## src/rtl/core/chip8_instruction_core_assert.svh

```systemverilog
// ----------------------------------------------------------------------------
// chip8 core assertion macros
// assertion helpers for the instruction core
// ----------------------------------------------------------------------------
`ifndef CHIP8_INSTRUCTION_CORE_ASSERT_SVH
`define CHIP8_INSTRUCTION_CORE_ASSERT_SVH
`ifndef SYNTHESIS
`define C8_ASSERT(label, clk, rst_n, prop, msg) \
    label: assert property (@(posedge clk) disable iff (!rst_n) (prop)) else $error(msg);
`define C8_ASSERT_NEXT(label, clk, rst_n, pre, post, msg) \
    label: assert property (@(posedge clk) disable iff (!rst_n) (pre) |=> (post)) else $error(msg);
`else
`define C8_ASSERT(label, clk, rst_n, prop, msg)
`define C8_ASSERT_NEXT(label, clk, rst_n, pre, post, msg)
`endif
`endif

```

## src/rtl/core/c8core_pkg.sv

```systemverilog
// ----------------------------------------------------------------------------
// c8core_pkg
// shared types and constants of the chip8 instruction core
// ----------------------------------------------------------------------------
package c8core_pkg;
    localparam int MemBytes    = 4096;
    localparam int StackDepth  = 16;
    localparam logic [11:0] PcReset = 12'h200;

    localparam logic [1:0] FUNC_EXEC  = 2'd0;
    localparam logic [1:0] FUNC_WRITE = 2'd1;
    localparam logic [1:0] FUNC_READ  = 2'd2;

    // datapath commands
    typedef enum logic [3:0] {
        CMD_NONE     = 4'd0,
        CMD_MEMWR    = 4'd1,  // host byte write
        CMD_FETCH_HI = 4'd2,  // mem read at pc
        CMD_FETCH_LO = 4'd3,  // mem read at pc+1, latch hi
        CMD_DECODE   = 4'd4,  // latch opcode, pc+=2
        CMD_SIMPLE   = 4'd5,  // simple ops of the execute state
        CMD_CLEAR    = 4'd6,  // clear one row
        CMD_DRAW_RD  = 4'd7,  // mem read at I+cnt
        CMD_DRAW_WR  = 4'd8,  // xor one row
        CMD_BCD_WR   = 4'd9,  // write one bcd digit
        CMD_ST_WR    = 4'd10, // store one reg
        CMD_LD_RD    = 4'd11, // mem read at I+cnt
        CMD_LD_WR    = 4'd12, // write one reg
        CMD_ROWRD    = 4'd13, // display row read
        CMD_CNT_CLR  = 4'd14  // clear loop counter and flags
    } t_cmd;

    typedef struct packed {
        t_cmd       cmd;
        logic       cnt_inc;
    } t_ctrl;

    typedef struct packed {
        logic [15:0] opcode;
        logic [5:0]  cnt;
        logic        draw_last;  // draw loop at final row
        logic        ld_last;    // store/load at final reg
    } t_stat;

    function automatic logic [3:0] bcd_digit(input logic [7:0] v, input logic [1:0] k);
        logic [7:0] h, t, u;
        logic [3:0] d;
        h = (v >= 8'd200) ? 8'd2 : (v >= 8'd100) ? 8'd1 : 8'd0;
        t = v - 8'(h * 8'd100);
        // tens by compare against each multiple of ten
        d = 4'd0;
        for (int j = 1; j < 10; j++) if (t >= 8'(j * 10)) d = 4'(j);
        u = t - 8'({4'd0, d} * 8'd10);
        case (k)
            2'd0:    bcd_digit = h[3:0];
            2'd1:    bcd_digit = d;
            default: bcd_digit = u[3:0];
        endcase
    endfunction
endpackage

```

## src/rtl/core/c8core_ctrl.sv

```systemverilog
// ----------------------------------------------------------------------------
// c8core_ctrl
// sequencer of the chip8 core
// ----------------------------------------------------------------------------
module c8core_ctrl
    import c8core_pkg::*;
(
    input  logic       i_clk,
    input  logic       i_rst_n,
    input  logic       i_valid,
    output logic       o_ready,
    input  logic [1:0] i_func,
    input  t_stat      i_stat,
    output t_ctrl      o_ctrl,
    output logic       o_valid,
    input  logic       i_ready
);
    `include "chip8_instruction_core_assert.svh"

    typedef enum logic [10:0] {
        S_IDLE   = 11'b00000000001,
        S_FHI    = 11'b00000000010,
        S_FLO    = 11'b00000000100,
        S_DEC    = 11'b00000001000,
        S_EXEC   = 11'b00000010000,
        S_CLEAR  = 11'b00000100000,
        S_DRD    = 11'b00001000000,
        S_DWAIT  = 11'b00010000000,
        S_DWR    = 11'b00100000000,
        S_LDWR   = 11'b01000000000,
        S_OUT    = 11'b10000000000
    } t_state;

    t_state r_state, n_state;
    logic [15:0] op;
    logic        accept;

    assign op      = i_stat.opcode;
    assign o_ready = (r_state == S_IDLE);
    assign o_valid = (r_state == S_OUT);
    assign accept  = i_valid && o_ready;

    always_ff @(posedge i_clk) begin
        if (!i_rst_n) r_state <= S_IDLE;
        else          r_state <= n_state;
    end

    always_comb begin
        n_state        = r_state;
        o_ctrl.cmd     = CMD_NONE;
        o_ctrl.cnt_inc = 1'b0;
        case (r_state)
            S_IDLE: if (accept) begin
                // host items bypass the execute path
                case (i_func)
                    FUNC_EXEC:  begin o_ctrl.cmd = CMD_CNT_CLR; n_state = S_FHI; end
                    FUNC_WRITE: begin o_ctrl.cmd = CMD_MEMWR; n_state = S_OUT; end
                    FUNC_READ:  begin o_ctrl.cmd = CMD_ROWRD; n_state = S_OUT; end
                    default:    begin o_ctrl.cmd = CMD_CNT_CLR; n_state = S_OUT; end
                endcase
            end
            S_FHI: begin o_ctrl.cmd = CMD_FETCH_HI; n_state = S_FLO; end
            S_FLO: begin o_ctrl.cmd = CMD_FETCH_LO; n_state = S_DEC; end
            S_DEC: begin o_ctrl.cmd = CMD_DECODE; n_state = S_EXEC; end
            S_EXEC: begin
                if (op == 16'h00E0) n_state = S_CLEAR;
                else if (op[15:12] == 4'hD) begin
                    o_ctrl.cmd = CMD_SIMPLE;
                    n_state = (op[3:0] == 4'd0) ? S_OUT : S_DRD;
                end else if (op[15:12] == 4'hF &&
                             (op[7:0] == 8'h33 || op[7:0] == 8'h55 || op[7:0] == 8'h65))
                    n_state = S_DWAIT;
                else begin
                    if (op[15:12] != 4'h0 || op == 16'h00EE) o_ctrl.cmd = CMD_SIMPLE;
                    n_state = S_OUT;
                end
            end
            S_CLEAR: begin
                o_ctrl.cmd = CMD_CLEAR; o_ctrl.cnt_inc = 1'b1;
                if (i_stat.cnt == 6'd31) n_state = S_OUT;
            end
            S_DRD: begin o_ctrl.cmd = CMD_DRAW_RD; n_state = S_DWR; end
            S_DWR: begin
                o_ctrl.cmd = CMD_DRAW_WR; o_ctrl.cnt_inc = 1'b1;
                n_state = i_stat.draw_last ? S_OUT : S_DRD;
            end
            S_DWAIT: begin
                // bcd, store and load loops
                if (op[7:0] == 8'h33) begin
                    o_ctrl.cmd = CMD_BCD_WR; o_ctrl.cnt_inc = 1'b1;
                    if (i_stat.cnt == 6'd2) n_state = S_OUT;
                end else if (op[7:0] == 8'h55) begin
                    o_ctrl.cmd = CMD_ST_WR; o_ctrl.cnt_inc = 1'b1;
                    if (i_stat.ld_last) n_state = S_OUT;
                end else begin
                    o_ctrl.cmd = CMD_LD_RD; n_state = S_LDWR;
                end
            end
            S_LDWR: begin
                o_ctrl.cmd = CMD_LD_WR; o_ctrl.cnt_inc = 1'b1;
                n_state = i_stat.ld_last ? S_OUT : S_DWAIT;
            end
            S_OUT: if (i_ready) n_state = S_IDLE;
            default: n_state = S_IDLE;
        endcase
    end

    `C8_ASSERT_NEXT(a_out_holds, i_clk, i_rst_n, o_valid && !i_ready, o_valid, "result dropped")
    `C8_ASSERT(a_excl, i_clk, i_rst_n, !(o_valid && o_ready), "ready while result pending")
    `C8_ASSERT_NEXT(a_fetch_seq, i_clk, i_rst_n, r_state == S_FHI, r_state == S_FLO, "fetch order")
endmodule

```

## config.mk

```make
export PLATFORM = sky130hd
export DESIGN_NAME = c8core_ctrl
export DESIGN_NICKNAME = d
export VERILOG_FILES = /design/src/rtl/core/c8core_pkg.sv /design/src/rtl/core/c8core_ctrl.sv
export VERILOG_INCLUDE_DIRS = /design/src /design/src/rtl/core
export SDC_FILE = /design/constraint.sdc
export NUM_CORES = 1
export LEC_CHECK = 0
export BUFFER_PORTS_ARGS = -buffer_cell sky130_fd_sc_hd__buf_4
export CAP_MARGIN = 25
export CORE_UTILIZATION = 41
export DETAILED_ROUTE_END_ITERATION = 10
export PLACE_DENSITY = 0.72
export SLEW_MARGIN = 5
export SYNTH_ARGS = -nofsm -noshare
export SYNTH_HDL_FRONTEND = slang
export SYNTH_SLANG_ARGS = --single-unit
```

## constraint.sdc

```tcl
create_clock -name i_clk -period 2.1 [get_ports i_clk]
set_input_delay 0 -clock i_clk [delete_from_list [all_inputs] [get_ports i_clk]]
set_output_delay 0 -clock i_clk [all_outputs]
set_load 0.01 [all_outputs]
```

## Word-level counts from Yosys, hierarchy flattened

Cells that the tools add are included.

| storage, ports and cells | value |
|---|---|
| output and inout bits | 7 |
| register bits after elaboration | 11 |
| RAM bits | 0 |
| input bits | 30 |
| memories kept | 0 |
| ROM bits | 0 |
| bits in latches | 0 |
| word-level logic and storage cells | 64 |

| operators by class | value |
|---|---|
| reduce and logical (&&, ||, !) cells | 10 |
| bitwise operators | 0 |
| multiply operators | 0 |
| shift-type cells | 0 |
| equal/unequal tests | 27 |
| magnitude comparators | 0 |
| mux-type cells | 26 |
| divide/modulo/power cells | 0 |
| add/sub/neg operators | 0 |

Operator list:

| operator | count |
|---|---|
| $mux W11 | 14 |
| $pmux W11 S11 | 1 |
| $pmux W4 S10 | 1 |
| $eq A16 B8 Y1 const B | 2 |
| $eq A8 B7 Y1 const B | 2 |
| $mux W3 | 5 |
| $eq A11 B1 Y1 const B | 1 |
| $eq A11 B10 Y1 const B | 1 |
| $eq A11 B11 Y1 const B | 1 |
| $eq A11 B2 Y1 const B | 1 |
| $eq A11 B3 Y1 const B | 1 |
| $eq A11 B4 Y1 const B | 1 |
| $eq A11 B5 Y1 const B | 1 |
| $eq A11 B6 Y1 const B | 1 |
| $eq A11 B7 Y1 const B | 1 |
| $eq A11 B8 Y1 const B | 1 |
| $eq A11 B9 Y1 const B | 1 |
| $eq A4 B4 Y1 const B | 2 |
| $eq A8 B6 Y1 const B | 1 |
| $pmux W4 S2 | 1 |
| $eq A6 B2 Y1 const B | 1 |
| $eq A6 B5 Y1 const B | 1 |
| $reduce_and A5 Y1 | 1 |
| $logic_not A4 Y1 | 1 |
| other kinds (14) | 19 |

## Longest topological paths before layout

Gate-level depths: netlist (run 1).

| depth | value |
|---|---|
| depth in word-level cells | 8 |
| mapped depth | 7 |
| gate-level depth less buffers | 6 |

## Least setup slack after synthesis (run 1)

OpenSTA, ideal clock, no wires.

| timing | value |
|---|---|
| path kind | reg2reg |
| start point | register r_state[4] |
| end point | register r_state[0] |
| path slack | 0.344 ns |
| arrival | 1.627 ns |
| cell stages (with the launch flop) | 8 |
| period minus slack after synthesis | 1.756 ns |
| path buffers | 1 |
| library setup time | 0.129 ns |
| required time | 1.971 ns |
| cells stage by stage | dfxtp_1 -> buf_6 -> or4_4 -> nor4_4 -> nor3_2 -> o311ai_2 -> and2b_1 -> o21ai_1 |

| on the way | value |
|---|---|
| word-level cells in the longest chain between the ends | 4 |
| elaborated cells between the ends (all ways) | 19 |
| classes of those cells | eq/ne (16); mux (1); reduce/logical (2) |

Ends and longest elaborated chain:

| item | RTL line | text |
|---|---|---|
| start: declaration | c8core_ctrl.sv:34 | `t_state r_state, n_state;` |
| start signal: assignment | c8core_ctrl.sv:45 | `else r_state <= n_state;` |
| $eq A11 B1 Y1 | c8core_ctrl.sv:39, c8core_ctrl.sv:52 |  |
| $logic_and A1 B1 Y1 | c8core_ctrl.sv:41 | `assign accept = i_valid && o_ready;` |
| $ne A2 B1 Y1 (no line) | n/a |  |
| $reduce_and A5 Y1 (no line) | n/a |  |

Parallel ways exist; a longest one is shown, timed or not.
A chain may end at the register's enable or synchronous reset.

==> summary.md, run 1 <==
| Metric | Value |
|---|---|
| Drt total wl | `approximately 3200 um` |
| Num CTS Buffers | `3` |
| Placed instance count | `196` |
| Max VDD drop | `slightly below 400 uV` |
| Die H | `around 53 um` |
| Flops & latches, synth | `11` |
| Final #Nets | `207` |
| Hold Crit Start | `i_stat[1]` |
| Post-synthesis net count | `165` |
| Maximum Capacitance Violations | `0` |
| Clock sink count | `11` |
| Slowest CP cell | `or3_4` |
| Family with the most delay on the worst path | `simple AND/OR/NAND/NOR gates` |
| Max reg flops | `11` |
| Initial antenna violation count | `0` |
| Clock Skew | `0.00154 ns` |
| FFs w/ async S/R, synth | `0%` |
| Drt via density | `6.10` |
| Global-route wire length before repair | `4990 um` |
| Area after DPL | `1360 um2` |
| Crit path time final | `between 2 and 2.5 ns` |
| Root buffer cell | `clkbuf_4` |
| Achievable Freq | `486 MHz` |
| Pleak | `0.586 nW` |
| Main synth FF type | `dfxtp_1` |
| Synth Area in Compound Gates | `16.1%` |
| RSZ-0062 raised after global routing | `yes` |
| Post-route ant nets | `0` |
| DR vias | `1,244` |
| Syn Inst Count | `133` |
| Vias in the first global route | `1,132` |
| Place WS | `about 0.16 ns` |
| DR iter-0 viols | `57` |
| Fin util | `58.7%` |
| Final worst path period share | `between 90 and 100%` |
| Worst-skew pair later-pin latency | `0.28 ns` |
| Setup TNS | `0 ns` |
| Worst-margin pin slew | `0.644 ns` |
| Syn-to-layout area delta | `34.9%` |
| Design area | `1460 um2` |
| Main area contributors after synthesis | `dfxtp_1, nor4_4, nor2_1` |
| Stages on worst setup path | `7` |
| Routed wire per std cell | `15.9 um` |
| Final non-filler cell total | `204` |
| Top Registers | `r_state x11` |
| TritonRoute pass-1 iters | `7` |
| Filler cells | `236` |
| Xor/xnor cell area share of the yosys netlist | `3.25%` |
| Yosys top cell by area | `dfxtp_1` |
| Row count | `18` |
| FF-to-FF setup slack | `~0.15 ns` |
| Fin. Hold Viols | `0` |
| GRT Util Overall | `roughly 24%` |
| Hold crit path type | `input port to flop` |
| Simple-gate share of the synthesized area | `52.9%` |
| Critical path required time | `2.10 ns` |
| Die Wd | `53.3 um` |
| Status | `finished with violations` |
| Worst slew margin | `56.5%` |
| CTS H-Tree Depth | `1` |
| RePlAce Congestion | `around 0.94` |
| CP max stage delay | `approximately 0.41 ns` |
| Buf+Inv Stages, Crit Path | `1` |
| Reg2reg path depth | `7` |
| Met2 Use GR | `45.0%` |
| Starting density of the core | `43.5%` |
| Antenna diodes | `0` |
| Area share of the leading cell type in the synthesized netlist | `20.4%` |
| Final Total Pwr | `0.664 mW` |
| Reg2reg end | `r_state[0]` |
| Worst setup margin | `0.0432 ns` |
| Worst Setup EP | `o_ctrl[3]` |
| Power per cell area | `456 nW/um2` |
| CTS Buffer Depth | `2` |
| Synth warn | `0` |
| DIE AREA | `2840 um2` |
| Critical Path Start Type | `flop` |
| Setup Viol. Count Final | `0` |
| Synth Area per Inst | `8.11 um2` |
| Cell variety after synth | `49` |
| Worst-path fanout max | `7` |
| Adder-cell share of the synthesized area | `2.32%` |
| Arr. time, crit path | `just over 2 ns` |
| Multiplexer share of the synthesized area | `0%` |
| Critical path class | `flop to output port` |
| CP cell instances | `or3_4 -> nor4_4 -> nand4_1 -> a211oi_2 -> nor2_1 -> o2111ai_1 -> buf_4` |
| EDFF count, synth | `0` |
| Largest net degree at the start of global routing | `10` |
| Clock slew at reported path FFs | `0.08 ns` |
| GR Overflow Total | `0` |
| Critical path capture point type | `output port` |
| Residual DRC | `2` |
| CTS tree | `done` |
| Failing checks | `design-rule violations` |
| Largest family of logic cells by synthesized area | `simple AND/OR/NAND/NOR gates` |
| DP Wirelength | `2580 um` |
| Met1 Use GR | `26.1%` |
| Slew Limit Fails | `0` |
| Reg2reg start | `r_state[9]` |
| Cell area after synthesis | `1080 um2` |
| Peak-usage layer in the global routing report | `met2` |
| Port Buffers | `36` |
| Largest Register | `r_state` |
| Crit path launch | `r_state[9]` |
| GR Layer Usage met3 | `approximately 3.4%` |
| Share of cells above drive strength 1 | `between 30% and 40%` |
| Core area | `2480 um2` |
| Hold WS | `between 0.05 and 0.06 ns` |
| Ports | `37` |
| Seq/Total Area, Yosys | `20.4%` |
-- cell usage in the layout (no fill, tap or decap), types with 2 or more instances in the layout --
cell type,n
and4_1,3
o31a_1,2
and2_1,3
nor2_1,14
dfxtp_2,4
ha_1,2
nor4_1,3
nor4_4,4
o21ai_1,2
nand2_1,4
buf_4,40
dfxtp_1,6
nor4b_1,3
nand3_1,7
inv_1,6
and4b_1,2
nand4_1,6
clkbuf_4,3
nor2b_1,6
a211oi_2,2
and3_1,2
nand3b_1,2
nand2b_1,4
o21ai_0,5
o21a_1,3
nor3_1,6
xor2_1,3
nor3_2,3
-- cell usage after synthesis, types with 4 or more instances --
| library cell | number |
|---|---|
| o21ai_0 | 5 |
| nand4_1 | 6 |
| nand2b_1 | 4 |
| nand2_1 | 4 |
| nor3_1 | 6 |
| nor2b_1 | 6 |
| nor2_1 | 14 |
| nand3_1 | 7 |
| dfxtp_1 | 11 |
| inv_1 | 6 |
| nor4_1 | 4 |
-- metal layers --
| layer | vias up | routed length (um) |
|---|---|---|
| met5 | - | 0 |
| met4 | 0 | 85 |
| met3 | 8 | 207 |
| met2 | 62 | 1660 |
| met1 | 578 | 1280 |
| li1 | 596 | - |
-- layout make-up --
| type | instances | area [um2] | area share (%) |
|---|---|---|---|
| Clock buffer | 4 | 26.3 | 1.81 |
| Inverter | 6 | 22.5 | 1.55 |
| Multi-Input combinational cell | 112 | 830 | 57.0 |
| Sequential cell | 11 | 229 | 15.7 |
| Tap cell | 30 | 37.5 | 2.58 |
| Timing Repair Buffer | 41 | 310 | 21.3 |
-- cell families (layout without fill, tap and decap cells) --
| family | Yosys count | in the layout |
|---|---|---|
| simple gates | 83 | 83 |
| compound gates | 23 | 23 |
| xor+xnor | 4 | 4 |
| flops | 11 | 11 |
| buf+inv | 10 | 51 |
| fa+ha+maj | 2 | 2 |
-- how the worst min path moves through the flow --
stage	end	slack [ns]	cells after the start
4_1_cts	r_state[0]	0.003	2
6_report	r_state[6]	0.05	3
3_5_place_dp	r_state[0]	0.29	2
5_1_grt	r_state[6]	0.05	3
2_1_floorplan	o_ctrl[1]	0.16	2
3_3_place_gp	r_state[0]	0.28	2
-- power breakdown --
part	internal, mW	switching [mW]
Combinational	0.148	0.132
Clock	0.0737	0.0805
Sequential	0.216	0.0143
Total	0.438	0.226
-- tightest hold or removal path, cell delays in order --
cell     delay [ns]
buf_4          0.08
nor4b_1        0.04
o21a_1         0.16
-- timing repair --
action                     in CTS  in global routing
hold endpoints to repair        0                  1
gates resized for setup         0                 10
setup endpoints to repair       0                  5
setup buffers                   0                  3
hold buffers                    0                  1
(Power assumes the default switching activity.)
==> run 2, diff against run 1 <==
Settings changed: CORE_UTILIZATION 41 to 45, HOLD_SLACK_MARGIN set to 0.08, PLACE_DENSITY 0.72 to 0.78.
==> summary.md, run 2 (synthesis gave the netlist of run 1 again) <==
| Metric | Value |
|---|---|
| Pleak | `0.635 nW (+8.5%)` |
| GRT Util Overall | `27.1% (+2.6 points)` |
| Worst-path fanout max | `5 (-2)` |
| Initial antenna violation count | `0 (unchanged)` |
| Largest Register | `r_state` |
| Final worst path period share | `103% (+4.9 points)` |
| Max VDD drop | `240 uV (-38%)` |
| TritonRoute pass-1 iters | `4 (-3)` |
| Residual DRC | `0 (-2)` |
| Crit path time final | `2.16 ns (+0.102 ns)` |
| Worst-skew pair later-pin latency | `0.27 ns (about the same)` |
| DR iter-0 viols | `29 (-49%)` |
| Most common cell after layout, fill and taps aside | `buf_4` |
| Ports | `37 (unchanged)` |
| Critical path required time | `2.10 ns (about the same)` |
| Worst setup margin | `-0.0587 ns (-0.102 ns)` |
| Global-route wire length before repair | `5240 um (+5.1%)` |
| Starting density of the core | `48.3% (+4.8 points)` |
| Slowest CP cell | `or3_4` |
| Arr. time, crit path | `2.16 ns (+0.10 ns)` |
| Root buffer cell | `clkbuf_4` |
| Net Switching | `0.240 mW (+6.0%)` |
| CTS H-Tree Depth | `1 (unchanged)` |
| Critical Path Start Type | `flop` |
| Hold crit path type | `input port to flop` |
| CP cell instances | `or3_4 -> nor4_4 -> nand4_1 -> a211oi_2 -> nor2_2 -> o2111ai_2 -> buf_4` |
| Port Buffers | `36 (unchanged)` |
| Clock power share | `22.1% (-1.1 points)` |
| Largest net degree at the start of global routing | `10 (unchanged)` |
| GR Overflow Total | `0 (unchanged)` |
| RSZ-0062 raised after global routing | `yes` |
| Net Sw Frac | `34.9% (+0.82 points)` |
| CTS Buffer Depth | `2 (unchanged)` |
| Crit path launch | `r_state[8]` |
| Core area | `2230 um2 (-9.8%)` |
| DIE AREA | `2600 um2 (-8.6%)` |
| Syn-to-layout area delta | `42.3%` |
| Worst-margin pin slew | `0.615 ns (-0.0282 ns)` |
| Antenna diodes | `0 (unchanged)` |
| Filler cells | `173 (-27%)` |
| Clock Skew | `0.00718 ns (+0.00564 ns)` |
| Post-route ant nets | `0 (unchanged)` |
| DP Wirelength | `2550 um (-0.99%)` |
| Comb power frac | `44.3% (+2.2 points)` |
| Routed wire per std cell | `16.7 um (+5.5%)` |
| Hold Crit Start | `i_stat[0]` |
| CTS tree | `done` |
| Clock sink count | `11 (unchanged)` |
| Share of cells above drive strength 1 | `37.9% (+1.1 points)` |
| Maximum Capacitance Violations | `0 (unchanged)` |
| Top Registers | `r_state x11` |
| CP max stage delay | `0.40 ns (about the same)` |
| Drt total wl | `3510 um (+8.6%)` |
| Sequential Power Share | `33.6% (-1.1 points)` |
| Clock slew at reported path FFs | `0.08 ns (about the same)` |
| Die H | `51.0 um (-4.4%)` |
| Die Wd | `51.0 um (-4.4%)` |
| Status | `finished with violations` |
| Final #Nets | `215 (+3.9%)` |
| Critical path capture point type | `output port` |
| RePlAce Congestion | `0.938 (about the same)` |
| Row count | `17 (-1)` |
| Failing checks | `negative setup slack` |
| Max reg flops | `11 (unchanged)` |
| Power Internal | `0.448 mW (+2.2%)` |
| Hold WS | `0.178 ns (+0.126 ns)` |
| Most frequent cells in the layout | `buf_4, nor2_1, dfxtp_1` |
| Setup Viol. Count Final | `2 (+2)` |
| DR vias | `1,288 (+3.5%)` |
| Num CTS Buffers | `3 (unchanged)` |
| Vias in the first global route | `1,198 (+5.8%)` |
| Slew Limit Fails | `0 (unchanged)` |
| Power per cell area | `448 nW/um2 (-1.9%)` |
| Drt via density | `6.13 (+0.58%)` |
| Fin. Hold Viols | `0 (unchanged)` |
| Achievable Freq | `463 MHz (-4.7%)` |
| Critical path class | `flop to output port` |
| Reg2reg start | `r_state[8]` |
| Setup TNS | `-0.0893 ns (-0.0893 ns)` |
| Worst slew margin | `58.4% (+1.9 points)` |
==> run 2: cell count changes in the layout (fill, tap and decap cells not counted), sizes merged <==
| cell | previous run | this run |
|---|---|---|
| buf | 40 | 45 |
| dlygate4sd3 | 1 | 4 |
==> run 2: power groups by stage <==
stage	Clock, mW	Sequential (mW)	Combinational [mW]
final	0.152	0.231	0.305
after floorplan	0	0.233	0.150
after global routing	0.169	0.233	0.326
after detailed placement	0	0.236	0.266
after global placement	0	0.237	0.264
after CTS	0.153	0.231	0.274
==> run 2: what timing repair did <==
item / in CTS / in global routing
hold endpoints to repair: 9 / 0
endpoints found under the setup margin: 1 / 4
setup buffers: 0 / 7
resized for setup: 1 / 11
hold buffers: 4 / 0
pin swaps: 0 / 6
==> run 2: through the flow <==
stage	cell area [um2]	worst slack (ns)	cells	utilization, %	total power, mW
after floorplan	1080	0.344	133	-	0.383
after global placement	1370	0.182	195	61.2	0.501
after detailed placement	1370	0.188	195	61.2	0.503
after CTS	1440	0.0381	203	64.4	0.658
after global routing	1540	-0.167	210	68.7	0.728
final	1540	-0.0587	210	68.7	0.688
==> run 2: metal layers <==
metal / part of all wire [%] / wire length (um) / GRT usage (%) / vias up
met1: 38 / 1350 / 30.9 / 605
met4: 4.3 / 150 / 16.2 / 0
met5: 0 / 0 / 0 / -
met3: 5.6 / 197 / 5.65 / 16
li1: - / - / - / 606
met2: 52 / 1820 / 45.8 / 61
==> run 2: final cells by class <==
cell class | count | area, um2 | area share, %
well taps | 28 | 35.0 | 2.28
flip-flops and latches | 11 | 229 | 14.9
multi-input cells | 112 | 845 | 55.0
repair buffers | 49 | 378 | 24.6
inverters | 6 | 22.5 | 1.47
clock buffers | 4 | 26.3 | 1.71
==> run 2: worst max-delay path: cells and delay by family, from the launching register on <==
family	cells	cell delay (ns)
buf+inv	1	0.15
flops	1	0.37
compound gates	2	0.39
simple gates	4	0.98
==> run 2: path summary, 6_finish.rpt <==
kind | end | depth (start not counted) | slack, ns
worst max register to register | r_state[0] | 7 | 0.09
worst min register to register | r_state[2] | 2 | 0.61
worst max-delay path | o_ctrl[3] | 7 | -0.06
worst min-delay path | r_state[7] | 3 | 0.18
